`src/rtl/qrv_pkg.sv`:
```
package qrv_pkg;

   localparam int SQRT_STEPS = 32;
   localparam int DIV_STEPS  = 32;
   localparam int CORDIC_W   = 60;
   localparam int ANGLE_W    = 34;
   localparam int PRE_SHIFT  = 24;
   localparam int MARGIN_W   = 10;
   localparam int NUM_W      = 65;
   localparam int DEN_W      = 33;

   localparam logic signed [ANGLE_W-1:0] HALF_PI = 34'sd1686629713;
   localparam logic signed [32:0]        ONE_Q30 = 33'sd1073741824;
   localparam logic [MARGIN_W-1:0]       MARGIN_RESET = 10'd1;

   localparam logic [ANGLE_W-1:0] ATAN_HEAD [11] = '{
      34'd843314856, 34'd497837829, 34'd263043836, 34'd133525158, 34'd67021686,
      34'd33543515, 34'd16775850, 34'd8388437, 34'd4194282, 34'd2097149, 34'd1048575
   };

   typedef struct packed {
      logic signed [31:0] quat_w;
      logic signed [31:0] quat_x;
      logic signed [31:0] quat_y;
      logic signed [31:0] quat_z;
   } req_type;

   typedef struct packed {
      logic signed [31:0] rot_x;
      logic signed [31:0] rot_y;
      logic signed [31:0] rot_z;
      logic               degenerate;
   } rsp_type;

   // classified word as it waits between front and back
   typedef struct packed {
      logic               series;
      logic [2:0]         neg;
      logic [2:0][31:0]   mag;
      logic signed [31:0] w;
   } info_type;

   typedef struct packed {
      logic       series;
      logic       degen;
      logic [2:0] neg;
   } ctl_type;

   // angle step of CORDIC stage i in units of 2^-30 rad
   function automatic logic [ANGLE_W-1:0] atan_entry(input int unsigned i);
      logic [ANGLE_W-1:0] val;
      if (i < 11) begin
         val = ATAN_HEAD[i[3:0]];
      end else if (i <= 30) begin
         val = (34'd1 << (30 - i)) - 34'd1;
      end else begin
         val = '0;
      end
      return val;
   endfunction

endpackage

```
`src/rtl/qrv_queue.sv`:
```
module qrv_queue #(
   parameter int DEPTH = 4
) (
   input  logic               clock,
   input  logic               reset,
   input  logic               push,
   input  qrv_pkg::info_type  push_info,
   output logic               full,
   input  logic               pop,
   output logic               pop_valid,
   output qrv_pkg::info_type  pop_info
);
   import qrv_pkg::*;

   localparam int PtrW = (DEPTH > 1) ? $clog2(DEPTH) : 1;
   localparam int CntW = $clog2(DEPTH + 1);

   info_type          mem_ff [DEPTH];
   logic [PtrW-1:0]   wr_ptr_ff, wr_ptr_in;
   logic [PtrW-1:0]   rd_ptr_ff, rd_ptr_in;
   logic [CntW-1:0]   count_ff, count_in;

   assign full      = count_ff == CntW'(DEPTH);
   assign pop_valid = count_ff != '0;
   assign pop_info  = mem_ff[rd_ptr_ff];

   always_comb begin
      wr_ptr_in = wr_ptr_ff;
      rd_ptr_in = rd_ptr_ff;
      count_in  = count_ff;
      if (push) begin
         wr_ptr_in = (wr_ptr_ff == PtrW'(DEPTH - 1)) ? '0 : wr_ptr_ff + 1'b1;
      end
      if (pop) begin
         rd_ptr_in = (rd_ptr_ff == PtrW'(DEPTH - 1)) ? '0 : rd_ptr_ff + 1'b1;
      end
      if (push && !pop) begin
         count_in = count_ff + 1'b1;
      end else if (pop && !push) begin
         count_in = count_ff - 1'b1;
      end
   end

   always_ff @(posedge clock) begin
      if (reset) begin
         wr_ptr_ff <= '0;
         rd_ptr_ff <= '0;
         count_ff  <= '0;
      end else begin
         wr_ptr_ff <= wr_ptr_in;
         rd_ptr_ff <= rd_ptr_in;
         count_ff  <= count_in;
      end
   end

   always_ff @(posedge clock) begin
      if (push) begin
         mem_ff[wr_ptr_ff] <= push_info;
      end
   end

   a_count_bound: assert property (@(posedge clock) disable iff (reset)
      count_ff <= CntW'(DEPTH))
      else $error("queue count above depth");

   a_no_pop_empty: assert property (@(posedge clock) disable iff (reset)
      pop |-> count_ff != '0)
      else $error("pop from empty queue");

endmodule

```
`config.mk`:
```
export PLATFORM = sky130hd
export DESIGN_NAME = qrv_queue
export DESIGN_NICKNAME = d
export VERILOG_FILES = /design/src/rtl/qrv_pkg.sv /design/src/rtl/qrv_queue.sv
export SDC_FILE = /design/constraint.sdc
export NUM_CORES = 1
export LEC_CHECK = 0
export BUFFER_PORTS_ARGS = -buffer_cell sky130_fd_sc_hd__buf_2
export CAP_MARGIN = 10
export CORE_ASPECT_RATIO = 0.9
export CORE_MARGIN = 2
export CORE_UTILIZATION = 38
export DETAILED_ROUTE_END_ITERATION = 12
export GPL_TIMING_DRIVEN = 0
export PLACE_DENSITY_LB_ADDON = 0.05
export SYNTH_ARGS = -nofsm -noshare
export SYNTH_HDL_FRONTEND = slang
export SYNTH_SLANG_ARGS = --single-unit
```
`constraint.sdc`:
```
create_clock -name clock -period 5.6 [get_ports clock]
set_clock_uncertainty 0.05 [all_clocks]
set_input_delay 0.28 -clock clock [delete_from_list [all_inputs] [get_ports clock]]
set_output_delay 0.28 -clock clock [all_outputs]
set_load 0.03 [all_outputs]
```
==> flow_summary.json <==
{
  "critPathRequiredTime_ps": 5270,
  "worstHoldPathCells": 2,
  "hold-worst-slack_ps": 398,
  "final_layout_size_suffix_gt1_share_pct": 40.5,
  "max_freq_mhz": 352,
  "synth_cell_types": 17,
  "cts_sinks": 537,
  "synth_top_area_share_pct": 81.4,
  "crit_type": "reg2out",
  "finalCritPeriodShare_pct": 50.7,
  "port_buffers": 269,
  "finalCriticalPeriod_ps": 2840,
  "die-height_um": 219,
  "grt_pass1_vias": 10100,
  "drc_errors": 0,
  "synth-simple-area-share_pct": 0.405,
  "numCtsBuffers": 57,
  "tightest_slew_ps": 822,
  "num_rows": 78,
  "max_slew_margin_pct": 45.2,
  "die_area_um2": 53100,
  "cp-end-kind": "output pin",
  "avgSynthCellArea_um2": 26.5,
  "clk_pin_slew_worst_paths_ps": 60,
  "leakagePower_nw": 8.44,
  "htreeDepth": 2,
  "reg2reg_from": "wr_ptr_ff[0]",
  "p_comb_share_pct": 11.7,
  "finalPower_mw": 9.07,
  "finish.instance_area_um2": 24900,
  "wl_per_cell_um": 21.2,
  "power_density_nw_per_um2": 364,
  "status": "finished, final reports clean",
  "core_um2": 50600,
  "fillers": 4236,
  "swShare_pct": 23.5,
  "place_area_um2": 21900,
  "io_pins": 270,
  "mostFrequentLayoutCells": "edfxtp_1, buf_2, dlygate4sd3_1",
  "cts_resized": 0,
  "gp_congestion": 0.707,
  "p_int_mw": 6.94,
  "dpl.hpwl_mm": 24.5,
  "worstHoldStart": "push_info[86]",
  "drtPass1Iterations": 4,
  "grt_max_degree": 56,
  "setup_viol": 0,
  "hold_class": "in2reg",
  "clk_path_buf_depth": 3,
  "totalWireLength_mm": 41.0,
  "synth.mux.area_fraction_pct": 15.5,
  "groute.usage.overall_pct": 15.5,
  "synth_fa_ha_area_share_pct": 0.488,
  "reg2reg_slack_ps": 3300,
  "cp-start-kind": "flop",
  "final.setup.tns_ps": 0,
  "crit_arrival_ps": 2510,
  "worstHoldEndpoint": "mem_ff[3][86]",
  "synth.area.top_cells": "edfxtp_1, mux4_2, dfxtp_1, buf_6, buf_2",
  "ant_nets": 0,
  "area_growth_syn_to_layout_pct": 27.9,
  "grt_pass1_wl_mm": 61.4,
  "start_util_pct": 38.5,
  "synth_xor_xnor_area_share_pct": 0.0899,
  "pwr-share-clk_pct": 37.1,
  "path_max_fanout": 10,
  "vdd_drop_max_v": 0.000255,
  "syn_inst": 734,
  "first_iter_violations": 409,
  "final_common_cell": "edfxtp_1",
  "cts_root_buf": "clkbuf_16",
  "overflow": 0,
  "rsz0062_at_grt": "no",
  "clk_latency_ps": 580,
  "r2r_cells": 5,
  "drv_slew": 0,
  "vias": 9212,
  "viasPerCell": 4.77,
  "nNetsFinal": 1348,
  "r2r_end": "mem_ff[0][81]",
  "synth_top_family_by_area": "multiplexers",
  "die_w_um": 243,
  "cts_tree": "built",
  "antenna_found_initial": 4,
  "synth-compound-area-share_pct": 0.0771,
  "seqPwrFrac_pct": 51.2,
  "syn_nets": 877,
  "yosys_warnings": 0,
  "netlist_area_um2": 19500,
  "drv_cap": 0,
  "synth_seq_area_share_pct": 82.3,
  "p_switching_mw": 2.13,
  "yosys.area.top_type": "edfxtp_1",
  "synth_seq_cells": 537,
  "hold_violations": 0
}
## how the worst max path moves through the flow
stage,start,endpoint,slack (ps),depth (start not counted)
floorplan,wr_ptr_ff[0],mem_ff[3][0],1470,2
global placement,wr_ptr_ff[0],mem_ff[1][73],-1370,2
detailed placement,wr_ptr_ff[0],mem_ff[0][75],3250,5
CTS,flop,pop_info[110],2630,5
global route,flop,pop_info[110],2630,5
finish,flop,pop_info[110],2760,5
## what timing repair did
item	4_1_cts	5_1_grt
buffers inserted	0	0
hold buffers	135	0
endpoints found under the hold margin	537	0
## flip-flops by register name (all words and copies together) (netlist names), named ones only
| signal | flops |
|---|---|
| wr_ptr_ff | 2 |
| count_ff | 3 |
| mem_ff | 528 |
| rd_ptr_ff | 2 |
## cells by family after synthesis
logic type               count (synthesis)
AO/OA/AOI/OAI                            3
AND/OR/NAND/NOR                         15
XOR/XNOR                                 2
multiplexers                           136
adder cells (fa/ha/maj)                  7
buffers and inverters                   34
flip-flops                             537
## power groups by stage
stage	logic [mW]	registers, mW	clock network (mW)
floorplan	0.636	4.74	0
global placement	0.974	4.77	0
detailed placement	1.00	4.73	0
CTS	1.08	4.65	3.49
global route	1.13	4.66	3.65
finish	1.06	4.64	3.37
## metrics by stage
step | cells | util (%) | worst slack [ps]
3_3_place_gp | 1683 | 42.9 | -1370
6_report | 1930 | 49.3 | 2760
5_1_grt | 1930 | 49.3 | 2630
3_5_place_dp | 1691 | 43.3 | 3250
2_1_floorplan | 734 | - | 1470
4_1_cts | 1926 | 49.2 | 2630
## layout make-up
class | instances | area [um^2] | share of cell area [%]
sequential | 537 | 16000 | 64.4
multi-input combinational | 163 | 3230 | 13.0
timing repair buffer | 412 | 2920 | 11.7
clock buffer | 80 | 1520 | 6.11
tap | 680 | 851 | 3.42
buffer | 30 | 206 | 0.829
clock inverter | 20 | 118 | 0.472
inverter | 4 | 15.0 | 0.0603
antenna | 4 | 10.0 | 0.0402
## cell usage after synthesis (all sizes together)
| master | instances |
|---|---|
| edfxtp | 528 |
| mux4 | 132 |
| buf | 25 |
| dfxtp | 9 |
| nor2 | 7 |
| ha | 6 |
| clkbuf | 5 |
| and2 | 4 |
| inv | 4 |
| mux2i | 4 |
| a21oi | 2 |
| nor3b | 2 |
| or3 | 2 |
| xor2 | 2 |
| fa | 1 |
| o21ai | 1 |
## worst max-delay path, stage by stage (launching register included)
cell and delay [ps]:
dfxtp_1 300, buf_2 210, buf_2 450, buf_2 380, mux4_2 350, buf_2 210
## layer usage
layer / vias up / track usage [%] / routed length (um)
met5: - / 0 / 0
met3: 63 / 4.00 / 2180
met2: 203 / 26.0 / 20400
met1: 4809 / 19.8 / 17500
met4: 0 / 5.11 / 954
li1: 4137 / - / -
(Power assumes the default switching activity.)
