===== src/rtl/qrv_pkg.sv =====
package qrv_pkg;

   localparam int SQRT_STEPS = 32;
   localparam int DIV_STEPS  = 32;
   localparam int CORDIC_W   = 60;
   localparam int ANGLE_W    = 34;
   localparam int PRE_SHIFT  = 24;
   localparam int MARGIN_W   = 10;
   localparam int NUM_W      = 65;
   localparam int DEN_W      = 33;

   localparam logic signed [ANGLE_W-1:0] HALF_PI = 34'sd1686629713;
   localparam logic signed [32:0]        ONE_Q30 = 33'sd1073741824;
   localparam logic [MARGIN_W-1:0]       MARGIN_RESET = 10'd1;

   localparam logic [ANGLE_W-1:0] ATAN_HEAD [11] = '{
      34'd843314856, 34'd497837829, 34'd263043836, 34'd133525158, 34'd67021686,
      34'd33543515, 34'd16775850, 34'd8388437, 34'd4194282, 34'd2097149, 34'd1048575
   };

   typedef struct packed {
      logic signed [31:0] quat_w;
      logic signed [31:0] quat_x;
      logic signed [31:0] quat_y;
      logic signed [31:0] quat_z;
   } req_type;

   typedef struct packed {
      logic signed [31:0] rot_x;
      logic signed [31:0] rot_y;
      logic signed [31:0] rot_z;
      logic               degenerate;
   } rsp_type;

   // classified word as it waits between front and back
   typedef struct packed {
      logic               series;
      logic [2:0]         neg;
      logic [2:0][31:0]   mag;
      logic signed [31:0] w;
   } info_type;

   typedef struct packed {
      logic       series;
      logic       degen;
      logic [2:0] neg;
   } ctl_type;

   // angle step of CORDIC stage i in units of 2^-30 rad
   function automatic logic [ANGLE_W-1:0] atan_entry(input int unsigned i);
      logic [ANGLE_W-1:0] val;
      if (i < 11) begin
         val = ATAN_HEAD[i[3:0]];
      end else if (i <= 30) begin
         val = (34'd1 << (30 - i)) - 34'd1;
      end else begin
         val = '0;
      end
      return val;
   endfunction

endpackage


===== src/rtl/qrv_front.sv =====
module qrv_front (
   input  logic               clock,
   input  logic               reset,
   input  logic               req_valid,
   input  qrv_pkg::req_type   req_data,
   output logic               req_stall,
   input  logic               csr_wr_en,
   input  logic [9:0]         csr_wr_data,
   input  logic               q_full,
   output logic               q_push,
   output qrv_pkg::info_type  q_info
);
   import qrv_pkg::*;

   logic [MARGIN_W-1:0] margin_ff;
   logic [MARGIN_W-1:0] margin_in;
   logic signed [32:0]  diff;
   logic signed [32:0]  margin_ext;
   logic [2:0][31:0]    comp;

   assign margin_in = csr_wr_en ? csr_wr_data : margin_ff;

   always_ff @(posedge clock) begin
      if (reset) begin
         margin_ff <= MARGIN_RESET;
      end else begin
         margin_ff <= margin_in;
      end
   end

   assign req_stall = q_full;
   assign q_push    = req_valid && !q_full;

   assign comp[0] = req_data.quat_x;
   assign comp[1] = req_data.quat_y;
   assign comp[2] = req_data.quat_z;

   // one minus w, in LSBs, against the margin
   assign diff       = ONE_Q30 - {req_data.quat_w[31], req_data.quat_w};
   assign margin_ext = {23'd0, margin_ff};

   always_comb begin
      q_info.series = diff < margin_ext;
      q_info.w      = req_data.quat_w;
      for (int k = 0; k < 3; k++) begin
         q_info.neg[k] = comp[k][31];
         q_info.mag[k] = comp[k][31] ? (~comp[k] + 32'd1) : comp[k];
      end
   end

endmodule


===== config.mk =====
export PLATFORM = sky130hd
export DESIGN_NAME = qrv_front
export DESIGN_NICKNAME = d
export VERILOG_FILES = /design/src/rtl/qrv_pkg.sv /design/src/rtl/qrv_front.sv
export SDC_FILE = /design/constraint.sdc
export NUM_CORES = 1
export LEC_CHECK = 0
export BUFFER_PORTS_ARGS = -buffer_cell sky130_fd_sc_hd__buf_2
export CAP_MARGIN = 10
export CORE_AREA = 2 2 109 111
export DETAILED_ROUTE_END_ITERATION = 8
export DIE_AREA = 0 0 111 113
export PLACE_DENSITY_LB_ADDON = 0.1
export SLEW_MARGIN = 30
export SYNTH_ARGS = -nofsm -noshare
export SYNTH_HDL_FRONTEND = slang
export SYNTH_SLANG_ARGS = --single-unit

===== constraint.sdc =====
create_clock -name clock -period 2.75 [get_ports clock]
set_input_delay 0.275 -clock clock [delete_from_list [all_inputs] [get_ports clock]]
set_output_delay 0.275 -clock clock [all_outputs]
set_load 0.01 [all_outputs]

==> flow_summary.json, run 1 <==
{
  "leakagePower_nw": 2.26,
  "dp.cells": 881,
  "synthCells": 480,
  "critPathMaxStageDelay_ps": 530,
  "use_met3_pct": 1.77,
  "grt_pass1_wl_um": 20300,
  "area_growth_pct": 48.0,
  "coreArea_um2": 11300,
  "chipHeight_um": 113,
  "htreeDepth": 1,
  "synth-seq-cells": 10,
  "die_x_um": 111,
  "dp_slack_ps": -390,
  "grt.busiest_layer": "met2",
  "cp-start-kind": "input port",
  "required_ps": 2480,
  "setup_viol": 1,
  "synthDominantCellAreaShare_pct": 23.2,
  "crit_chain": "buf_6 > or4_4 > or3_4 > nor2_4 > xnor2_1 > ha_1 > nand4_1 > nor3_1 > o41ai_2 > o211ai_1 > nor4_2 > nand4b_1 > o21ai_2 > buf_2",
  "finalHoldViolCount": 0,
  "p_switching_mw": 0.504,
  "slowest_stage": "or4_4",
  "outcome": "complete, but fails checks",
  "cts-buffers-inserted": 3,
  "worstSetupEndpoint": "q_info[131]",
  "min_path_type": "input port to flip-flop",
  "fin_cells": 887,
  "syn_area_per_cell_um2": 7.15,
  "combPwrFrac_pct": 64.2,
  "wire_per_inst_um": 14.3,
  "crit_path_end_kind": "output pin",
  "grt_max_degree": 34,
  "ys.flop_type": "dfxtp_1",
  "p_int_mw": 0.736,
  "clockBufferDepth": 2,
  "grt_pass1_vias": 4216,
  "place_congestion": 0.871,
  "cts_tree": "done",
  "reg2regPathDepth": 2,
  "largest_reg_flops": 10,
  "clk_latency_ps": 230,
  "yosysTopAreaCell": "xnor2_1",
  "nNetsFinal": 900,
  "synth_warnings": 0,
  "fin_crit_ps": 3050,
  "met1_usage_pct": 23.6,
  "met2_usage_pct": 35.7,
  "clk_pin_slew_ps": 40,
  "rrSetupSlack_ps": 1980,
  "final.setup.worst_slack_ps": -302,
  "grt_setup_unrepaired": "yes",
  "peakVddDrop_mv": 0.416,
  "routed_via_density": 4.97,
  "yosysUniqueCellTypes": 52,
  "dieArea_um2": 12500,
  "netlist_area_um2": 3430,
  "drt_first_pass_iters": 4,
  "cp_max_fo": 3,
  "ys_async_sr_fraction_pct": 0,
  "synth_most_common_cell": "xnor2_1",
  "reg_top3": "margin_ff: 10 flops",
  "clockPowerShare_pct": 23.0,
  "cts_root_buf": "clkbuf_16",
  "powerDensity_nw_per_um2": 244,
  "worstMarginPinSlew_ps": 545,
  "fill_cells": 1204,
  "detail-route-antenna-nets": 0,
  "syn-num-nets": 636,
  "maxCapViolations": 0,
  "pin_count": 277,
  "r2r_start": "margin_ff[0]",
  "antenna_found_initial": 1,
  "synth-edff-count": 0,
  "gr-total-overflow": 0,
  "dp.final_hpwl_um": 11300,
  "num_vias": 4410,
  "max_freq_mhz": 328,
  "synth_area_leaders": "xnor2_1 (23%), buf_4 (8.5%), dfxtp_1 (5.8%)",
  "wl_um": 12700,
  "grt.total_usage_pct": 18.9,
  "finalMaxSlewViolations": 0,
  "critPathArrivalTime_ps": 2780,
  "cp-startpoint": "req_data[102]",
  "drt-initial-drc-count": 159,
  "p_sw_share_pct": 40.6,
  "yosys-top-cells-count": "xnor2_1 (91), nand2_1 (43), buf_4 (39), o21ai_0 (32), nor2_1 (27)",
  "seqPwrFrac_pct": 12.9,
  "fin_skew_ps": 0,
  "start_util_pct": 30.5,
  "rows": 39,
  "hold_buffers": 0,
  "cts.sinks": 10,
  "period_share_pct": 111,
  "yosysSeqAreaShare_pct": 5.83,
  "violations": "negative setup slack",
  "drive_gt1_share_pct": 45.9,
  "largest-register": "margin_ff",
  "drc": 0,
  "portBuffers": 276,
  "critical_path_class": "input port to output pin",
  "rr_endpoint": "margin_ff[0]",
  "slew_headroom_pct": 63.7
}
layout by cell type, fill, tap and decap left out, types with 12 or more instances in the layout:
cell and instances:
nand3_1 13, nor3_1 18, o21ai_0 32, xnor2_1 91
inv_1 24, ha_1 13, o41ai_1 12, nor2_1 26
o31ai_1 22, buf_2 275, mux2i_1 12, nand2_1 43
buf_4 34
worst min path at each step:
| stage | depth (start not counted) | start | slack (ps) | endpoint |
|---|---|---|---|---|
| after detailed placement | 2 | margin_ff[5] | 480 | margin_ff[5] |
| after global routing | 2 | csr_wr_data[0] | 280 | margin_ff[0] |
| after global placement | 2 | margin_ff[7] | 480 | margin_ff[7] |
| after CTS | 2 | csr_wr_data[0] | 260 | margin_ff[0] |
| final | 2 | csr_wr_data[0] | 250 | margin_ff[0] |
| after floorplan | 1 | csr_wr_data[0] | 400 | margin_ff[0] |
per-stage QoR:
stage,instance area [µm²],utilization [%],hold slack [ps],TNS (ps),power [mW]
finish,5080,45.1,254,-302,1.24
global route,5080,45.1,282,-518,1.33
CTS,5010,44.4,256,-376,1.24
detailed placement,4910,43.6,483,-390,0.955
global placement,4910,43.6,476,-361,0.949
floorplan,3440,-,397,0,0.576
area by class of cell:
type | count | area, µm² | share of cell area, %
diodes | 1 | 2.50 | 0.0493
well taps | 143 | 179 | 3.52
inverters | 24 | 90.1 | 1.77
repair buffers | 310 | 1640 | 32.3
clock buffers | 4 | 88.8 | 1.75
multi-input cells | 395 | 2880 | 56.6
flip-flops and latches | 10 | 200 | 3.94
kinds of logic after synthesis:
kind of cell,share of synthesized area [%]
AND/OR/NAND/NOR,29.2
XOR/XNOR,24.7
AO/OA/AOI/OAI,18.9
buffers and inverters,12.5
multiplexers,4.15
adder cells (fa/ha/maj),4.74
flip-flops,5.83
worst max-delay path: cells and delay by family:
family,cells,cell delay [ps]
simple gates,7,1480
compound gates,3,370
fa+ha+maj,1,270
buf+inv,2,230
xor+xnor,1,130
timing repair:
item / 4_1_cts / 5_1_grt
pin swaps: 0 / 3
setup buffers: 0 / 1
resized for setup: 1 / 10
setup endpoints to repair: 1 / 10
gates cloned: 0 / 0
routing by layer:
layer  routed length [µm]  share of wire, %  up-vias
li1                     -                 -     2229
met2                 6500                51      139
met3                  689               5.4        8
met1                 5390                42     2034
met4                  112              0.88        0
met5                    0                 0        -
power by group through the flow:
stage                     clock (mW)  sequential (mW)  combinational [mW]
final                          0.285            0.159               0.795
after global routing           0.300            0.160               0.871
after CTS                      0.288            0.159               0.796
after detailed placement           0            0.162               0.793
after global placement             0            0.161               0.787
after floorplan                    0            0.160               0.416
No activity file was read; power rests on OpenSTA's default activity.
==> run 2, diff against run 1 <==
--- a/config.mk
+++ b/config.mk
@@ -7,9 +7,9 @@
 export LEC_CHECK = 0
 export BUFFER_PORTS_ARGS = -buffer_cell sky130_fd_sc_hd__buf_2
 export CAP_MARGIN = 10
-export CORE_AREA = 2 2 109 111
+export CORE_AREA = 3 3 107 109
 export DETAILED_ROUTE_END_ITERATION = 8
-export DIE_AREA = 0 0 111 113
+export DIE_AREA = 0 0 110 112
 export PLACE_DENSITY_LB_ADDON = 0.1
 export SLEW_MARGIN = 30
 export SYNTH_ARGS = -nofsm -noshare
==> run 2 against run 1 <==
Against the previous run: via count down 0.18%; clock power down 35%; worst hold slack worse by 8.8 ps; sequential cell count unchanged; clock skew unchanged; the flow still finishes with violations (negative setup slack); routed wire length up 0.35%; combinational power about the same.
==> flow_summary.json, run 2 (same netlist as run 1, synthesis figures left out) <==
{
  "outcome": "complete, but fails checks",
  "violations": "negative setup slack",
  "pin_count": 277,
  "clk_latency_ps": 230,
  "grt_pass1_vias": 4075,
  "use_met3_pct": 3.54,
  "critical_path_class": "input port to output pin",
  "powerDensity_nw_per_um2": 225,
  "met1_usage_pct": 22.2,
  "dp.cells": 878,
  "fin_cells": 882,
  "maxCapViolations": 0,
  "cp_max_fo": 3,
  "reg_top3": "margin_ff: 10 flops",
  "critPathArrivalTime_ps": 2760,
  "slew_headroom_pct": 62.9,
  "htreeDepth": 1,
  "required_ps": 2480,
  "grt.total_usage_pct": 18.7,
  "peakVddDrop_mv": 0.340,
  "fin_skew_ps": 0,
  "finalHoldViolCount": 0,
  "fin_tns_setup_ps": -283,
  "rows": 38,
  "worstSetupEndpoint": "q_info[131]",
  "place_congestion": 0.870,
  "critPathMaxStageDelay_ps": 520,
  "cp-start-kind": "input port",
  "grt.busiest_layer": "met2",
  "clk_pin_slew_ps": 50,
  "fin_crit_ps": 3030,
  "chipHeight_um": 112,
  "final_common_cell": "buf_2",
  "detail-route-antenna-nets": 0,
  "nNetsFinal": 899,
  "start_util_pct": 32.1,
  "drt-initial-drc-count": 211,
  "dieArea_um2": 12300,
  "grt_max_degree": 34,
  "met2_usage_pct": 34.1,
  "gr-total-overflow": 0,
  "wire_per_inst_um": 14.4,
  "crit_path_end_kind": "output pin",
  "rr_endpoint": "margin_ff[0]",
  "min_path_type": "input port to flip-flop",
  "crit_chain": "buf_6 > or4_4 > or3_4 > nor2_4 > xnor2_2 > ha_1 > nand4_1 > nor3_1 > o41ai_1 > o211ai_1 > nor4_1 > nand4b_1 > o21ai_2 > buf_2",
  "reg2regPathDepth": 2,
  "drt_first_pass_iters": 4,
  "period_share_pct": 110,
  "wl_um": 12700,
  "final_area_um2": 5050,
  "final_cell_mix": "buf_2 (274), xnor2_1 (89), nand2_1 (43), o21ai_0 (32), buf_4 (32)",
  "cts_tree": "done",
  "clockBufferDepth": 2,
  "slowest_stage": "or4_4",
  "cts-buffers-inserted": 3,
  "portBuffers": 276,
  "rrSetupSlack_ps": 1990,
  "area_growth_pct": 47.0,
  "cts.sinks": 10,
  "cts_root_buf": "clkbuf_8",
  "setup_viol": 1,
  "antenna_found_initial": 0,
  "r2r_start": "margin_ff[0]",
  "max_freq_mhz": 330,
  "coreArea_um2": 10700,
  "largest_reg_flops": 10,
  "grt_setup_unrepaired": "yes",
  "largest-register": "margin_ff",
  "drc": 0,
  "routed_via_density": 4.99,
  "final.setup.worst_slack_ps": -283,
  "hold_buffers": 0,
  "antennaDiodeCount": 0,
  "grt_pass1_wl_um": 19500,
  "drive_gt1_share_pct": 46.2,
  "die_x_um": 110,
  "placed_cell_area_um2": 4910,
  "worstMarginPinSlew_ps": 557,
  "leakagePower_nw": 2.25,
  "finalMaxSlewViolations": 0,
  "cp-startpoint": "req_data[102]",
  "num_vias": 4402,
  "dp.final_hpwl_um": 11200
}
## run 2: routing by layer
metal | vias to the layer above | routed length (µm)
li1 | 2233 | -
met1 | 2001 | 5050
met2 | 152 | 6440
met3 | 16 | 1020
met4 | 0 | 218
met5 | - | 0
## run 2: metrics by stage
| stage | power, mW | hold WS [ps] | util, % | worst slack [ps] |
|---|---|---|---|---|
| 6_report | 1.14 | 246 | 47.2 | -283 |
| 5_1_grt | 1.24 | 242 | 47.2 | -464 |
| 4_1_cts | 1.14 | 243 | 46.5 | -317 |
| 3_5_place_dp | 0.952 | 482 | 45.9 | -338 |
| 3_3_place_gp | 0.945 | 477 | 45.9 | -327 |
| 2_1_floorplan | 0.576 | 397 | - | 7.03 |
## run 2: report_power, final
group          switching (mW)  internal [mW]
Sequential            0.00405          0.154
Combinational           0.429          0.365
Clock                  0.0586          0.126
## run 2: worst min-delay path by stage
| stage | to | slack (ps) | start | cells after the start |
|---|---|---|---|---|
| 2_1_floorplan | margin_ff[0] | 400 | csr_wr_data[0] | 1 |
| 3_3_place_gp | margin_ff[1] | 480 | margin_ff[1] | 2 |
| 3_5_place_dp | margin_ff[4] | 480 | margin_ff[4] | 2 |
| 4_1_cts | margin_ff[0] | 240 | csr_wr_data[0] | 2 |
| 5_1_grt | margin_ff[0] | 240 | csr_wr_data[0] | 2 |
| 6_report | margin_ff[0] | 250 | csr_wr_data[0] | 2 |
## run 2: area by class of cell
class	instances	area, µm²
clock buffer	4	55.1
inverter	24	90.1
sequential	10	200
timing repair buffer	309	1650
fill	1106	5650
tap	140	175
multi-input combinational	395	2880
## run 2: timing repair
item	CTS	global route
pin swaps	1	1
resized for setup	2	13
endpoints found under the setup margin	1	8
setup buffers	0	0
## run 2: worst max-delay path: cells and delay by family
kind,cells,cell delay [ps]
AND/OR/NAND/NOR,7,1510
adder cells (fa/ha/maj),1,250
buffers and inverters,2,220
XOR/XNOR,1,110
AO/OA/AOI/OAI,3,390
==> run 3, diff against run 2 <==
--- a/config.mk
+++ b/config.mk
@@ -6,10 +6,10 @@
 export NUM_CORES = 1
 export LEC_CHECK = 0
 export BUFFER_PORTS_ARGS = -buffer_cell sky130_fd_sc_hd__buf_2
-export CAP_MARGIN = 10
-export CORE_AREA = 3 3 107 109
+export CAP_MARGIN = 25
+export CORE_AREA = 5 5 106 108
 export DETAILED_ROUTE_END_ITERATION = 8
-export DIE_AREA = 0 0 110 112
+export DIE_AREA = 0 0 111 113
 export PLACE_DENSITY_LB_ADDON = 0.1
 export SLEW_MARGIN = 30
 export SYNTH_ARGS = -nofsm -noshare
==> run 3 against run 2 <==
Against the previous run: register-to-register slack is essentially flat; first-iteration DRC count shrank 10%; via count is essentially flat; non-clock buffer count grew 2; the run still ends with negative setup slack left; largest cell class unchanged; final area grew 0.42%; worst hold slack gained 7.9 ps.
==> flow_summary.json, run 3 (same netlist as run 1, synthesis figures left out) <==
{
  "placed_cell_area_um2": 4910,
  "reg2regPathDepth": 2,
  "die_x_um": 111,
  "final.setup.worst_slack_ps": -376,
  "wire_per_inst_um": 15.4,
  "finalHoldViolCount": 0,
  "leakagePower_nw": 2.26,
  "clk_latency_ps": 230,
  "fin_cells": 879,
  "drt_first_pass_iters": 6,
  "clk_pin_slew_ps": 40,
  "drc": 0,
  "area_growth_pct": 47.7,
  "rows": 37,
  "fin_skew_ps": 0,
  "drive_gt1_share_pct": 47.0,
  "seqPwrFrac_pct": 14.3,
  "worstSetupEndpoint": "q_info[131]",
  "dieArea_um2": 12500,
  "final_area_um2": 5070,
  "period_share_pct": 114,
  "cp-startpoint": "req_data[99]",
  "holdPathStages": 2,
  "reg_top3": "margin_ff: 10 flops",
  "maxCapViolations": 0,
  "r2r_start": "margin_ff[0]",
  "grt_pass1_vias": 4278,
  "portBuffers": 276,
  "largest_reg_flops": 10,
  "slew_headroom_pct": 63.3,
  "antenna_found_initial": 0,
  "rrSetupSlack_ps": 2000,
  "max_freq_mhz": 320,
  "fin_crit_ps": 3130,
  "final_cell_mix": "buf_2 (274), xnor2_1 (90), nand2_1 (43), buf_4 (35), o21ai_0 (31)",
  "hp-start": "csr_wr_data[0]",
  "p_int_mw": 0.616,
  "worstMarginPinSlew_ps": 551,
  "critPathMaxStageDelay_ps": 520,
  "num_vias": 4404,
  "antennaDiodeCount": 0,
  "violations": "negative setup slack",
  "cts.sinks": 10,
  "fin_util_pct": 50.0,
  "place_congestion": 0.936,
  "cp_max_fo": 3,
  "combPwrFrac_pct": 72.7,
  "finalMaxSlewViolations": 0,
  "dp.final_hpwl_um": 12000,
  "p_switching_mw": 0.492,
  "coreArea_um2": 10100,
  "cp-start-kind": "input port",
  "gr-total-overflow": 0,
  "dp_slack_ps": -395,
  "slowest_stage": "or4_4",
  "crit_path_end_kind": "output pin",
  "nNetsFinal": 901,
  "htreeDepth": 1,
  "grt_pass1_wl_um": 21200,
  "final_common_cell": "buf_2",
  "chipHeight_um": 113,
  "largest-register": "margin_ff",
  "peakVddDrop_mv": 0.408,
  "cts-buffers-inserted": 3,
  "p_sw_share_pct": 44.4,
  "setup_viol": 1,
  "pin_count": 277,
  "rr_endpoint": "margin_ff[0]",
  "outcome": "complete, but fails checks",
  "timing.hold.ws_ps": 253,
  "wl_um": 13600,
  "grt_setup_unrepaired": "yes",
  "min_path_type": "input port to flip-flop",
  "cts_tree": "done",
  "detail-route-antenna-nets": 0,
  "cts_root_buf": "clkbuf_8",
  "start_util_pct": 33.9,
  "drt-initial-drc-count": 189,
  "routed_via_density": 5.01,
  "critPathArrivalTime_ps": 2850,
  "required_ps": 2480,
  "clockBufferDepth": 2,
  "powerDensity_nw_per_um2": 219,
  "grt.total_usage_pct": 19.6,
  "crit_chain": "buf_6 > or4_4 > or3_4 > nor2_4 > xnor2_2 > ha_1 > nand4_1 > nor3_2 > o41ai_2 > o211ai_1 > nor4_2 > nand4b_1 > o21ai_2 > buf_2",
  "clockPowerShare_pct": 13.0,
  "critical_path_class": "input port to output pin",
  "grt_max_degree": 34,
  "dp.cells": 875
}
==> run 3: per-layer routing <==
| metal | share of wire, % | up-vias | routed length [µm] | GRT usage, % |
|---|---|---|---|---|
| met5 | 0 | - | 0 | 0 |
| met4 | 1.4 | 0 | 189 | 2.38 |
| met3 | 7.3 | 16 | 990 | 3.74 |
| met2 | 51 | 167 | 6900 | 37.0 |
| met1 | 40 | 1992 | 5470 | 23.7 |
| li1 | - | 2229 | - | - |
==> run 3: worst min-delay path by stage <==
| stage | end |
|---|---|
| after floorplan | margin_ff[0] |
| after global placement | margin_ff[8] |
| after detailed placement | margin_ff[9] |
| after CTS | margin_ff[0] |
| after global routing | margin_ff[0] |
| final | margin_ff[0] |
==> run 3: layout make-up <==
type / count / area, µm²
fillers: 1084 / 5070
multi-input cells: 395 / 2910
repair buffers: 311 / 1660
flip-flops and latches: 10 / 200
well taps: 136 / 170
inverters: 24 / 90.1
clock buffers: 3 / 41.3
==> run 3: repair_timing <==
action                     in CTS  in global routing
buffers inserted                0                  1
hold buffers                    0                  0
gates resized for setup         1                 19
pin swaps                       0                 11
setup endpoints to repair       1                  8
==> run 3: per-stage QoR <==
stage                     total power, mW  TNS (ps)
final                                1.11      -376
after global routing                 1.20      -551
after CTS                            1.11      -373
after detailed placement            0.958      -395
after global placement              0.949      -336
after floorplan                     0.576         0
==> run 3: critical path, delay by kind of cell <==
family | cells | cell delay (ps)
AO/OA/AOI/OAI | 3 | 340
AND/OR/NAND/NOR | 7 | 1610
adder cells (fa/ha/maj) | 1 | 300
buffers and inverters | 2 | 230
XOR/XNOR | 1 | 80
==> run 3: power groups by stage <==
stage | combinational [mW] | sequential [mW] | clock [mW]
after global routing | 0.885 | 0.159 | 0.154
after floorplan | 0.416 | 0.160 | 0
after CTS | 0.800 | 0.159 | 0.146
after detailed placement | 0.797 | 0.161 | 0
final | 0.806 | 0.159 | 0.144
after global placement | 0.787 | 0.161 | 0
